## src/rtl/rldq_pkg.sv

```systemverilog
// Shared constants and result codes of the rate-limited deadline queue.
package rldq_pkg;

  localparam int unsigned NUM_CHANNELS_DEF = 64;
  localparam int unsigned QUEUE_DEPTH_DEF  = 16;
  localparam int unsigned TIME_WIDTH_DEF   = 32;

  // Most due channels emitted on one tick.
  localparam int unsigned MAX_RESULTS = 16;

  localparam int unsigned CH_W       = 6;
  localparam int unsigned INTERVAL_W = 16;
  localparam int unsigned DL_OUT_W   = 32;
  localparam int unsigned KIND_W     = 3;

  localparam logic [INTERVAL_W-1:0] INTERVAL_RESET = 16'd30;

  // Result kinds.
  typedef enum logic [KIND_W-1:0] {
    KIND_QUEUED  = 3'd0,
    KIND_DUP     = 3'd1,
    KIND_IGNORED = 3'd2,
    KIND_FULL    = 3'd3,
    KIND_DUE     = 3'd4
  } kind_e;

  // Input op codes.
  typedef enum logic {
    OP_REQUEST = 1'b0,
    OP_TICK    = 1'b1
  } op_e;

endpackage

```

## src/rtl/rldq_ram.sv

```systemverilog
// Simple dual-port memory: one write port, one registered read port.
module rldq_ram #(
  parameter int unsigned DEPTH = 16,
  parameter int unsigned WIDTH = 32
) (
  input  logic                     clk_i,
  input  logic                     we_i,
  input  logic [$clog2(DEPTH)-1:0] waddr_i,
  input  logic [WIDTH-1:0]         wdata_i,
  input  logic [$clog2(DEPTH)-1:0] raddr_i,
  output logic [WIDTH-1:0]         rdata_o
);

  logic [WIDTH-1:0] mem [DEPTH];

  // Write port.
  always_ff @(posedge clk_i) begin
    if (we_i) begin
      mem[waddr_i] <= wdata_i;
    end
  end

  // Registered read port.
  always_ff @(posedge clk_i) begin
    rdata_o <= mem[raddr_i];
  end

endmodule

```

## src/rtl/rate_limited_deadline_queue_core.sv

```systemverilog
// Top level of the rate-limited deadline queue: sequencer, time counter and result register.
//
// Usage:
// The slave stream carries one item per handshake: tuser[0] is the op (request or
// one-second tick), tuser[1] marks a message-kind channel, tdata[5:0] is the channel.
// A request gives exactly one result (queued, duplicate, ignored or queue full).
// A tick advances the seconds counter and emits every due head entry, up to
// MAX_RESULTS of them, or nothing when none is due; tlast marks the final result.
// The master stream carries the kind in tuser and the channel and deadline in tdata.
// Items are handled one at a time. A request walks the queue memory through its one
// read port: the duplicate/position scan reads each entry in turn, and the shift
// moves entries from the tail down to the insert position to open the slot. A tick
// pops due head entries one by one. The next item is taken as soon as the
// last result sits in the output register.
// A receiver stall holds the output register and stops the sequencer when it has
// another result to hand over. Reset clears the counter, the queue fill count and
// the ever-updated marks and sets the interval to 30 seconds; no clearing pass runs. The user
// writes the interval via cfg_we_i/cfg_wdata_i only while idle; the block does not enforce it.
module rate_limited_deadline_queue_core
  import rldq_pkg::*;
#(
  parameter int unsigned NUM_CHANNELS = NUM_CHANNELS_DEF,
  parameter int unsigned QUEUE_DEPTH  = QUEUE_DEPTH_DEF,
  parameter int unsigned TIME_WIDTH   = TIME_WIDTH_DEF
) (
  input  logic                  clk_i,
  input  logic                  rst_ni,
  // Interval register write.
  input  logic                  cfg_we_i,
  input  logic [INTERVAL_W-1:0] cfg_wdata_i,
  // Request input stream.
  input  logic                  s_axis_tvalid,
  output logic                  s_axis_tready,
  input  logic [7:0]            s_axis_tdata,  // [5:0] channel, [7:6] zero
  input  logic [1:0]            s_axis_tuser,  // [0] op, [1] message_kind
  // Result output stream.
  output logic                  m_axis_tvalid,
  input  logic                  m_axis_tready,
  output logic [39:0]           m_axis_tdata,  // [5:0] channel_out, [37:6] deadline, [39:38] zero
  output logic [KIND_W-1:0]     m_axis_tuser,  // [2:0] kind
  output logic                  m_axis_tlast   // last
);

  localparam int unsigned TW    = TIME_WIDTH;
  localparam int unsigned QA    = $clog2(QUEUE_DEPTH);
  localparam int unsigned CW    = $clog2(QUEUE_DEPTH + 1);
  localparam int unsigned CH_AW = $clog2(NUM_CHANNELS);
  localparam int unsigned NW    = $clog2(MAX_RESULTS + 1);
  localparam int unsigned EW    = CH_W + TW;

  typedef enum logic [3:0] {
    ST_IDLE,
    ST_T_READ,
    ST_T_CHECK,
    ST_R_LUT,
    ST_R_ELAPSED,
    ST_R_DEADLINE,
    ST_R_SCAN_RD,
    ST_R_SCAN_CHK,
    ST_R_FULL,
    ST_R_SHIFT_RD,
    ST_R_SHIFT_WR,
    ST_R_INSERT,
    ST_R_OUT
  } state_e;

  // Circular queue position of a logical index.
  function automatic logic [QA-1:0] phys(input logic [QA-1:0] h, input logic [CW-1:0] x);
    logic [CW:0] s;
    s = (CW+1)'(h) + (CW+1)'(x);
    if (s >= (CW+1)'(QUEUE_DEPTH)) begin
      s = s - (CW+1)'(QUEUE_DEPTH);
    end
    return s[QA-1:0];
  endfunction

  // Time value cut or extended to the output deadline width.
  function automatic logic [DL_OUT_W-1:0] to_out(input logic [TW-1:0] t);
    logic [TW+DL_OUT_W-1:0] w;
    w = (TW+DL_OUT_W)'(t);
    return w[DL_OUT_W-1:0];
  endfunction

  // Channel number as a lookup address.
  function automatic logic [CH_AW-1:0] ch_addr(input logic [CH_W-1:0] c);
    logic [CH_AW+CH_W-1:0] w;
    w = (CH_AW+CH_W)'(c);
    return w[CH_AW-1:0];
  endfunction

  state_e                  state_q;
  logic [INTERVAL_W-1:0]   interval_q;
  logic [TW-1:0]           now_q;
  logic [QA-1:0]           head_q;
  logic [CW-1:0]           count_q;
  logic [CW-1:0]           idx_q;
  logic [CW-1:0]           pos_q;
  logic                    pos_found_q;
  logic [NW-1:0]           n_q;
  logic [NUM_CHANNELS-1:0] ever_q;
  logic [CH_W-1:0]         ch_q;
  logic [INTERVAL_W-1:0]   elapsed_q;
  logic [TW-1:0]           dl_q;
  kind_e                   res_kind_q;
  logic                    pend_valid_q;
  logic [CH_W-1:0]         pend_ch_q;

  logic                    out_valid_q;
  kind_e                   out_kind_q;
  logic [CH_W-1:0]         out_ch_q;
  logic [DL_OUT_W-1:0]     out_dl_q;
  logic                    out_last_q;

  // Memory ports.
  logic                    q_we;
  logic [QA-1:0]           q_waddr;
  logic [EW-1:0]           q_wdata;
  logic [QA-1:0]           q_raddr;
  logic [EW-1:0]           q_rdata;
  logic                    lut_we;
  logic [CH_AW-1:0]        lut_waddr;
  logic [TW-1:0]           lut_rdata;

  logic                    slot_free;
  logic                    accept;
  logic [CH_W-1:0]         in_ch;
  logic                    in_ch_ok;
  logic [CH_W-1:0]         ent_ch;
  logic [TW-1:0]           ent_dl;
  logic [TW-1:0]           due_diff;
  logic                    due;
  logic                    pop;
  logic [TW-1:0]           age;
  logic [INTERVAL_W-1:0]   elapsed_d;
  logic [TW-1:0]           ins_diff;
  logic                    ins_here;

  assign slot_free = !out_valid_q || m_axis_tready;
  assign s_axis_tready = (state_q == ST_IDLE);
  assign accept = s_axis_tvalid && s_axis_tready;
  assign in_ch = s_axis_tdata[CH_W-1:0];
  assign in_ch_ok = (32'(in_ch) < 32'(NUM_CHANNELS));

  assign ent_ch = q_rdata[EW-1:TW];
  assign ent_dl = q_rdata[TW-1:0];

  // Head is due when its deadline minus now is zero or negative.
  assign due_diff = ent_dl - now_q;
  assign due = (count_q != '0) && (n_q < NW'(MAX_RESULTS)) &&
               ((due_diff == '0) || due_diff[TW-1]);
  assign pop = (state_q == ST_T_CHECK) && due && (!pend_valid_q || slot_free);

  // Elapsed time since the last update, clamped to the interval.
  assign age = now_q - lut_rdata;
  always_comb begin
    if (!ever_q[ch_addr(ch_q)]) begin
      elapsed_d = interval_q;
    end else if (age[TW-1]) begin
      elapsed_d = '0;
    end else if (age > TW'(interval_q)) begin
      elapsed_d = interval_q;
    end else begin
      elapsed_d = age[INTERVAL_W-1:0];
    end
  end

  // Insertion point: first entry whose deadline is not earlier than the new one.
  assign ins_diff = dl_q - ent_dl;
  assign ins_here = !((ins_diff != '0) && !ins_diff[TW-1]);

  // Queue memory addressing.
  always_comb begin
    unique case (state_q)
      ST_R_SHIFT_RD, ST_R_SHIFT_WR: q_raddr = phys(head_q, idx_q - CW'(1));
      ST_R_SCAN_RD, ST_R_SCAN_CHK:  q_raddr = phys(head_q, idx_q);
      default:                      q_raddr = head_q;
    endcase
  end

  always_comb begin
    q_we    = 1'b0;
    q_waddr = phys(head_q, idx_q);
    q_wdata = q_rdata;
    if (state_q == ST_R_SHIFT_WR) begin
      q_we = 1'b1;
    end else if (state_q == ST_R_INSERT) begin
      q_we    = 1'b1;
      q_waddr = phys(head_q, pos_q);
      q_wdata = {ch_q, dl_q};
    end
  end

  assign lut_we    = pop;
  assign lut_waddr = ch_addr(ent_ch);

  rldq_ram #(
    .DEPTH (QUEUE_DEPTH),
    .WIDTH (EW)
  ) u_queue_ram (
    .clk_i   (clk_i),
    .we_i    (q_we),
    .waddr_i (q_waddr),
    .wdata_i (q_wdata),
    .raddr_i (q_raddr),
    .rdata_o (q_rdata)
  );

  rldq_ram #(
    .DEPTH (NUM_CHANNELS),
    .WIDTH (TW)
  ) u_lut_ram (
    .clk_i   (clk_i),
    .we_i    (lut_we),
    .waddr_i (lut_waddr),
    .wdata_i (now_q),
    .raddr_i (ch_addr(ch_q)),
    .rdata_o (lut_rdata)
  );

  // Sequencer, queue bookkeeping and output register.
  always_ff @(posedge clk_i or negedge rst_ni) begin
    if (!rst_ni) begin
      state_q      <= ST_IDLE;
      interval_q   <= INTERVAL_RESET;
      now_q        <= '0;
      head_q       <= '0;
      count_q      <= '0;
      idx_q        <= '0;
      pos_q        <= '0;
      pos_found_q  <= 1'b0;
      n_q          <= '0;
      ever_q       <= '0;
      ch_q         <= '0;
      elapsed_q    <= '0;
      dl_q         <= '0;
      res_kind_q   <= KIND_QUEUED;
      pend_valid_q <= 1'b0;
      pend_ch_q    <= '0;
      out_valid_q  <= 1'b0;
      out_kind_q   <= KIND_QUEUED;
      out_ch_q     <= '0;
      out_dl_q     <= '0;
      out_last_q   <= 1'b0;
    end else begin
      if (cfg_we_i) begin
        interval_q <= cfg_wdata_i;
      end

      // Result taken downstream; a load below overrides this.
      if (m_axis_tready) begin
        out_valid_q <= 1'b0;
      end

      unique case (state_q)
        ST_IDLE: begin
          if (accept) begin
            ch_q <= in_ch;
            if (s_axis_tuser[0] == OP_TICK) begin
              now_q        <= now_q + TW'(1);
              n_q          <= '0;
              pend_valid_q <= 1'b0;
              state_q      <= ST_T_READ;
            end else if (!s_axis_tuser[1] || !in_ch_ok) begin
              res_kind_q <= KIND_IGNORED;
              dl_q       <= '0;
              state_q    <= ST_R_OUT;
            end else begin
              state_q <= ST_R_LUT;
            end
          end
        end

        ST_T_READ: begin
          state_q <= ST_T_CHECK;
        end

        ST_T_CHECK: begin
          if (!pend_valid_q || slot_free) begin
            if (pend_valid_q) begin
              out_valid_q <= 1'b1;
              out_kind_q  <= KIND_DUE;
              out_ch_q    <= pend_ch_q;
              out_dl_q    <= to_out(now_q);
              out_last_q  <= !due;
            end
            if (due) begin
              head_q                 <= phys(head_q, CW'(1));
              count_q                <= count_q - CW'(1);
              ever_q[ch_addr(ent_ch)] <= 1'b1;
              pend_valid_q           <= 1'b1;
              pend_ch_q              <= ent_ch;
              n_q                    <= n_q + NW'(1);
              state_q                <= ST_T_READ;
            end else begin
              pend_valid_q <= 1'b0;
              state_q      <= ST_IDLE;
            end
          end
        end

        ST_R_LUT: begin
          state_q <= ST_R_ELAPSED;
        end

        ST_R_ELAPSED: begin
          elapsed_q <= elapsed_d;
          state_q   <= ST_R_DEADLINE;
        end

        ST_R_DEADLINE: begin
          dl_q        <= now_q + TW'(interval_q - elapsed_q);
          idx_q       <= '0;
          pos_q       <= count_q;
          pos_found_q <= 1'b0;
          state_q     <= ST_R_SCAN_RD;
        end

        ST_R_SCAN_RD: begin
          if (idx_q == count_q) begin
            state_q <= ST_R_FULL;
          end else begin
            state_q <= ST_R_SCAN_CHK;
          end
        end

        ST_R_SCAN_CHK: begin
          if (ent_ch == ch_q) begin
            res_kind_q <= KIND_DUP;
            dl_q       <= '0;
            state_q    <= ST_R_OUT;
          end else begin
            if (!pos_found_q && ins_here) begin
              pos_q       <= idx_q;
              pos_found_q <= 1'b1;
            end
            idx_q   <= idx_q + CW'(1);
            state_q <= ST_R_SCAN_RD;
          end
        end

        ST_R_FULL: begin
          if (count_q >= CW'(QUEUE_DEPTH)) begin
            res_kind_q <= KIND_FULL;
            dl_q       <= '0;
            state_q    <= ST_R_OUT;
          end else begin
            idx_q   <= count_q;
            state_q <= ST_R_SHIFT_RD;
          end
        end

        ST_R_SHIFT_RD: begin
          if (idx_q == pos_q) begin
            state_q <= ST_R_INSERT;
          end else begin
            state_q <= ST_R_SHIFT_WR;
          end
        end

        ST_R_SHIFT_WR: begin
          idx_q   <= idx_q - CW'(1);
          state_q <= ST_R_SHIFT_RD;
        end

        ST_R_INSERT: begin
          count_q    <= count_q + CW'(1);
          res_kind_q <= KIND_QUEUED;
          state_q    <= ST_R_OUT;
        end

        ST_R_OUT: begin
          if (slot_free) begin
            out_valid_q <= 1'b1;
            out_kind_q  <= res_kind_q;
            out_ch_q    <= ch_q;
            out_dl_q    <= to_out(dl_q);
            out_last_q  <= 1'b1;
            state_q     <= ST_IDLE;
          end
        end

        default: begin
          state_q <= ST_IDLE;
        end
      endcase
    end
  end

  assign m_axis_tvalid = out_valid_q;
  assign m_axis_tdata  = {2'b00, out_dl_q, out_ch_q};
  assign m_axis_tuser  = out_kind_q;
  assign m_axis_tlast  = out_last_q;

endmodule
```

## config.mk

```make
export PLATFORM = sky130hd
export DESIGN_NAME = rate_limited_deadline_queue_core
export DESIGN_NICKNAME = d
export VERILOG_FILES = /design/src/rtl/rldq_pkg.sv /design/src/rtl/rldq_ram.sv /design/src/rtl/rate_limited_deadline_queue_core.sv
export SDC_FILE = /design/constraint.sdc
export NUM_CORES = 2
export LEC_CHECK = 0
export CAP_MARGIN = 30
export CORE_UTILIZATION = 30
export DETAILED_ROUTE_END_ITERATION = 6
export DONT_BUFFER_PORTS = 1
export MAX_ROUTING_LAYER = met4
export PLACE_DENSITY = 0.55
export SLEW_MARGIN = 20
export SYNTH_ARGS = -nofsm -noshare
export SYNTH_HDL_FRONTEND = slang
export SYNTH_SLANG_ARGS = --single-unit
```

## constraint.sdc

```tcl
create_clock -name clk_i -period 24 [get_ports clk_i]
set_input_delay 0 -clock clk_i [delete_from_list [all_inputs] [get_ports clk_i]]
set_output_delay 0 -clock clk_i [all_outputs]
set_load 0.02 [all_outputs]
```

Yosys cells after proc, flatten, opt, wreduce, memory -nomap -nowiden
Memory sizes are Yosys's and may differ from the RTL's. A register that Yosys moved wholly into a read port is not among the register bits.
Cells that the tools add are included.
W data, S select, Z words.

storage, ports and cells
  word-level logic and storage cells = 211
  bits in writable memories = 2656
  input port bits = 31
  register bits = 248
  output and inout bits = 46
  memories = 2

memories
  name             words  width  rd ports  clocked after Yosys merged registers in  write ports  line            RTL
  u_lut_ram.mem    64     32     1         1                                        1            rldq_ram.sv:14  logic [WIDTH-1:0] mem [DEPTH];
  u_queue_ram.mem  16     38     1         1                                        1            rldq_ram.sv:14

operators by class
  bitwise operators = 1
  reductions and logical operators = 42
  equal/unequal tests = 28
  add/sub/neg operators = 19
  magnitude comparators = 10
  multiplexer cells = 88

operators with widths
  cell                     count
  $mux W32                 8
  $pmux W32 S4             1
  $sub A32 B32 Y32         3
  $mux W38                 2
  $or A64 B64 Y64          1
  $pmux W32 S2             1
  $mux W4                  13
  $pmux W4 S13             1
  $mux W5                  10
  $mux W16                 3
  $add A32 B1 Y32 const B  1
  $add A32 B32 Y32         1
  $gt A32 B16 Y1           1
  $logic_not A32 Y1        1
  $reduce_bool A32 Y1      1
  $pmux W5 S2              3
  $mux W3                  9
  $mux W1                  23
  $eq A4 B4 Y1 const B     5
  $ne A2 B2 Y1 const B     10
  $pmux W5 S4              1
  $add A4 B5 Y6            3
  $ge A6 B5 Y1 const B     3
  $mux W6                  3
  other kinds (35)         80

Depth between registers and ports, before layout
  depth after elaboration = 8
  gate-level depth with buffers = 25
  mapped depth without buffers = 25

Hierarchy
A second synthesis with hierarchy kept.

second synthesis, totals
  cell total of the unflattened synthesis = 6793
  area, all modules = 122411.2 µm²

by module, submodules not included
  module                            cells an instance  instances  area an instance (µm²)  sequential area each (µm²)
  rldq_ram at u_lut_ram             3356               1          78313.9                 62139.6
  rldq_ram at u_queue_ram           989                1          23570.1                 19018.2
  rate_limited_deadline_queue_core  2448               1          20527.2                 6185.9

Worst setup path before layout
Ideal clock, no wire load.

  path type = flip-flop to flip-flop
  start = register now_q[1]
  end = memory u_lut_ram.mem[80][0] (netlist: u_lut_ram.mem[40][0]) (enable)
  clock period less this slack = 7936 ps
  arrival time = 7434 ps
  setup slack = 16064 ps
  data required time = 23498 ps
  cell stages (with the launch flop) = 15
  path through = dfrtp_1 -> inv_1 -> ha_1 -> nor2b_1 -> o2111a_1 -> o211a_1 -> or3_1 -> a31o_2 -> mux2_1 -> a211oi_1 -> nand3_1 -> o22ai_2 -> nand2_2 -> clkbuf_1 -> nor4_1

between the ends
  longest elaborated chain between the ends = 8

RTL lines
  element                              line                                     RTL
  from (decl)                          rate_limited_deadline_queue_core.sv:93   logic [TW-1:0] now_q;
  from (signal assigned)               rate_limited_deadline_queue_core.sv:259  now_q <= now_q + TW'(1);
  $sub A32 B32 Y32 *                   rate_limited_deadline_queue_core.sv:148  assign due_diff = ent_dl - now_q;
  $logic_not A32 Y1                    rate_limited_deadline_queue_core.sv:150  ((due_diff == '0) || due_diff[TW-1]);
  $logic_or A1 B1 Y1 *                 rate_limited_deadline_queue_core.sv:150
  $logic_and A1 B1 Y1 *                rate_limited_deadline_queue_core.sv:149  assign due = (count_q != '0) && (n_q < NW'(MAX_RESULTS)) &&
  $logic_and A1 B1 Y1 * (2 in series)  rate_limited_deadline_queue_core.sv:151  assign pop = (state_q == ST_T_CHECK) && due && (!pend_valid_q || slot_free);
  $mux W1 *                            rldq_ram.sv:18                           if (we_i) begin
  $mux W1 (not written as such) *      rldq_ram.sv:19                           mem[waddr_i] <= wdata_i;
  to (decl)                            rldq_ram.sv:14

Mark *: on every way between the ends. The rest lies on a longest branch, timed or not.

Worst setup path after layout
  start = register now_q[5]
  end = memory u_lut_ram.mem[24][26] (netlist: u_lut_ram.mem[12][26]) (enable)

Same word-level chain as after synthesis.

==> impl_metrics.tcl <==
set metrics [dict create \
    status "completed" \
    die_x_um 644 \
    nFillCells 38300 \
    finalCritPeriodShare 0.289 \
    power.density_nw_per_um2 119 \
    whs_path_depth 2 \
    ios 77 \
    start_util 0.302 \
    tightestPinTransition_ns 1.03 \
    r2r_slack_ns 17.07 \
    nets 7194 \
    crit_end "u_lut_ram.mem[12][26]" \
    dieArea_um2 415000 \
    clk_latency_ns 0.92 \
    vias 66200 \
    r2r_cells 16 \
    path_clk_slew_ns 0.06 \
    drv_cap 0 \
    slew_headroom 0.312 \
    timing.rr.start "now_q[5]" \
    finalNonFillerCells 12700 \
    cts_resized 0 \
    synthCells 6735 \
    grt_overflow 0 \
    drtPass1Iterations 6 \
    synth_top_area_frac 0.644 \
    h-tree-depth 5 \
    layout_min_cycle_time_ns 6.93 \
    crit_start "now_q[5]" \
    grt_max_degree 233 \
    yosys-top-cells-count "2656 x edfxtp_1, 823 x mux4_2, 406 x nand2_1, 252 x clkbuf_1, 251 x o21ai_0" \
    wirelength_um 345000 \
    ir_drop_uv 211 \
    setup_tns_ns 0 \
    multiInputGateArea_um2 34900 \
    timing.rr.end "u_lut_ram.mem[12][26]" \
    grt_pass1_wl_um 494000 \
    place_hpwl_um 198000 \
    clock.fmax_mhz 144 \
    numCtsBuffers 309 \
    finClkSkew_ns 0.113 \
    synthToLayoutAreaGrowth_pct 14.8 \
    gp_congestion 0.861 \
    grt_usage 0.168 \
    viasPerCell 5.22 \
    cts_sinks 2973 \
    min_from "s_axis_tdata[2]" \
    path_class "register to register" \
    dr.first_iter.drc_count 6966 \
    synth_most_common_cell "edfxtp_1" \
    syn_area_per_cell_um2 18.4 \
    synthArstFlopShare 0.0831 \
    setup_violations 0 \
    synth_edf_count 2656 \
    rsz0062_at_grt "no" \
    cp-start-kind "register" \
    antenna_found_initial 18 \
    cellLeakagePower_nw 42.9 \
    synth_top_cell_by_area "edfxtp_1" \
    coreArea_um2 410000 \
    ys_ff_latch 2973 \
    dieHeight_um 644 \
    ys_seq_area_frac 0.706 \
    critPathRequiredTime_ns 24.45 \
    wl_per_cell_um 27.2 \
    port_buffers 0 \
    hold_violations 0 \
    crit_arrival_ns 7.38 \
    synth_warnings 0 \
    clockBufferDepth 4 \
    post-route-drc-count 0 \
    cp_max_fo 69 \
    cts-root-buf "clkbuf_16" \
    synth.cell_area_um2 124000 \
    synth.distinct_cells 91 \
    num_rows 235 \
    dp_cells 12100 \
    seqCellArea_um2 87400 \
    cts_tree "done" \
    grt_pass1_vias 68000 \
    drive_gt1_frac 0.246 \
    cp-end-kind "register" \
    drv_slew 0 \
    ys.flop_type "edfxtp_1" \
    yosys-top-cells-area "edfxtp_1 64%, mux4_2 15%, dfrtp_1 4.9%" \
    hp-class "input pin to register" \
    ant_nets 0 \
]
-- per-stage QoR --
step / power (mW) / setup slack, ns / hold WS, ns / util / area [um^2]
finish: 17.0 / 17.07 / 0.0762 / 0.346 / 142000
global route: 17.8 / 16.76 / 0.0363 / 0.346 / 142000
CTS: 17.1 / 17.05 / 0.0238 / 0.346 / 142000
detailed placement: 12.4 / 17.01 / -0.276 / 0.321 / 132000
global placement: 12.4 / 17.00 / -0.278 / 0.321 / 132000
floorplan: 10.4 / 16.06 / -0.296 / - / 124000
-- logic make-up (layout without fill, tap and decap cells) --
| family | Yosys count | count (layout) | share of synthesized area |
|---|---|---|---|
| compound gates | 927 | 927 | 0.0491 |
| xor+xnor | 146 | 146 | 0.0103 |
| fa+ha+maj | 182 | 182 | 0.0189 |
| buf+inv | 562 | 1049 | 0.0176 |
| flops | 2973 | 2973 | 0.706 |
| mux | 934 | 934 | 0.159 |
| other cells | 1 | 10 | 0.0000303 |
| simple gates | 1010 | 1010 | 0.0393 |
-- metal layers --
| layer | vias up | global-route usage | wire length, um | share of wire |
|---|---|---|---|---|
| li1 | 27900 | - | - | - |
| met1 | 35600 | 0.225 | 148000 | 0.43 |
| met2 | 2119 | 0.271 | 167000 | 0.48 |
| met3 | 496 | 0.0225 | 20300 | 0.059 |
| met4 | 0 | 0.0410 | 9190 | 0.027 |
| met5 | - | - | 0 | 0 |
-- cells in the final DEF (no fill, tap or decap), types with 64 or more instances in the layout --
cell,instances
a211oi_1,67
a21oi_1,188
a31o_2,64
buf_4,238
clkbuf_1,67
clkbuf_16,317
dfrtp_1,205
dfxtp_1,69
edfxtp_1,2656
ha_1,173
inv_1,189
mux2i_1,68
mux4_2,823
nand2_1,405
nand3_1,71
nor2_1,126
o21ai_0,247
xnor2_1,97
-- worst max-delay path, cell delays in order, from the launching register on --
cell and delay (ns):
dfrtp_2 0.34, buf_4 0.67, inv_1 0.28, ha_1 0.51, inv_2 0.08, a22o_1 0.22, a2111oi_2 0.27, nand3_1 0.10
or4_1 0.49, or4_1 0.52, nor3_1 0.31, nand4_1 0.32, o21a_1 0.38, a21oi_4 0.21, buf_4 0.61, and3_2 0.33
buf_4 0.65
-- worst min path at each step --
stage | to | slack, ns
after detailed placement | interval_q[0] | -0.28
after floorplan | ch_q[0] | -0.30
after CTS | ch_q[2] | 0.02
after global routing | ch_q[2] | 0.04
final | ch_q[2] | 0.08
after global placement | interval_q[0] | -0.28
-- report_power, final --
part / switching [mW] / internal, mW / leakage, nW
logic: 3.48 / 2.41 / 13.1
registers: 0.362 / 6.07 / 25.0
clock network: 2.00 / 2.65 / 4.75
total: 5.85 / 11.1 / 42.9
-- final cells by class --
type | count | share of cell area
clock inverter | 153 | 0.00882
timing repair buffer | 303 | 0.0182
inverter | 193 | 0.00510
sequential | 2973 | 0.615
clock buffer | 400 | 0.0592
multi-input combinational | 3201 | 0.246
tap | 5451 | 0.0480
antenna | 8 | 0.000141
-- timing repair --
action,in CTS,in global routing
endpoints found under the setup margin,0,0
endpoints found under the hold margin,306,0
hold buffers,52,0
buffers inserted,0,0
-- registers in the layout, summed over array words and instances, names as in the netlist, 2 cells and up --
signal	flops
ever_q	64
pend_ch_q	6
m_axis_tuser	3
u_queue_ram.rdata_o	38
state_q	4
head_q	4
u_queue_ram.mem	608
res_kind_q	2
dl_q	32
idx_q	5
n_q	5
interval_q	16
u_lut_ram.mem	2048
out_ch_q	6
pos_q	5
count_q	5
elapsed_q	16
now_q	32
ch_q	6
u_lut_ram.rdata_o	32
out_dl_q	32
Power figures use the tool's default switching activity.
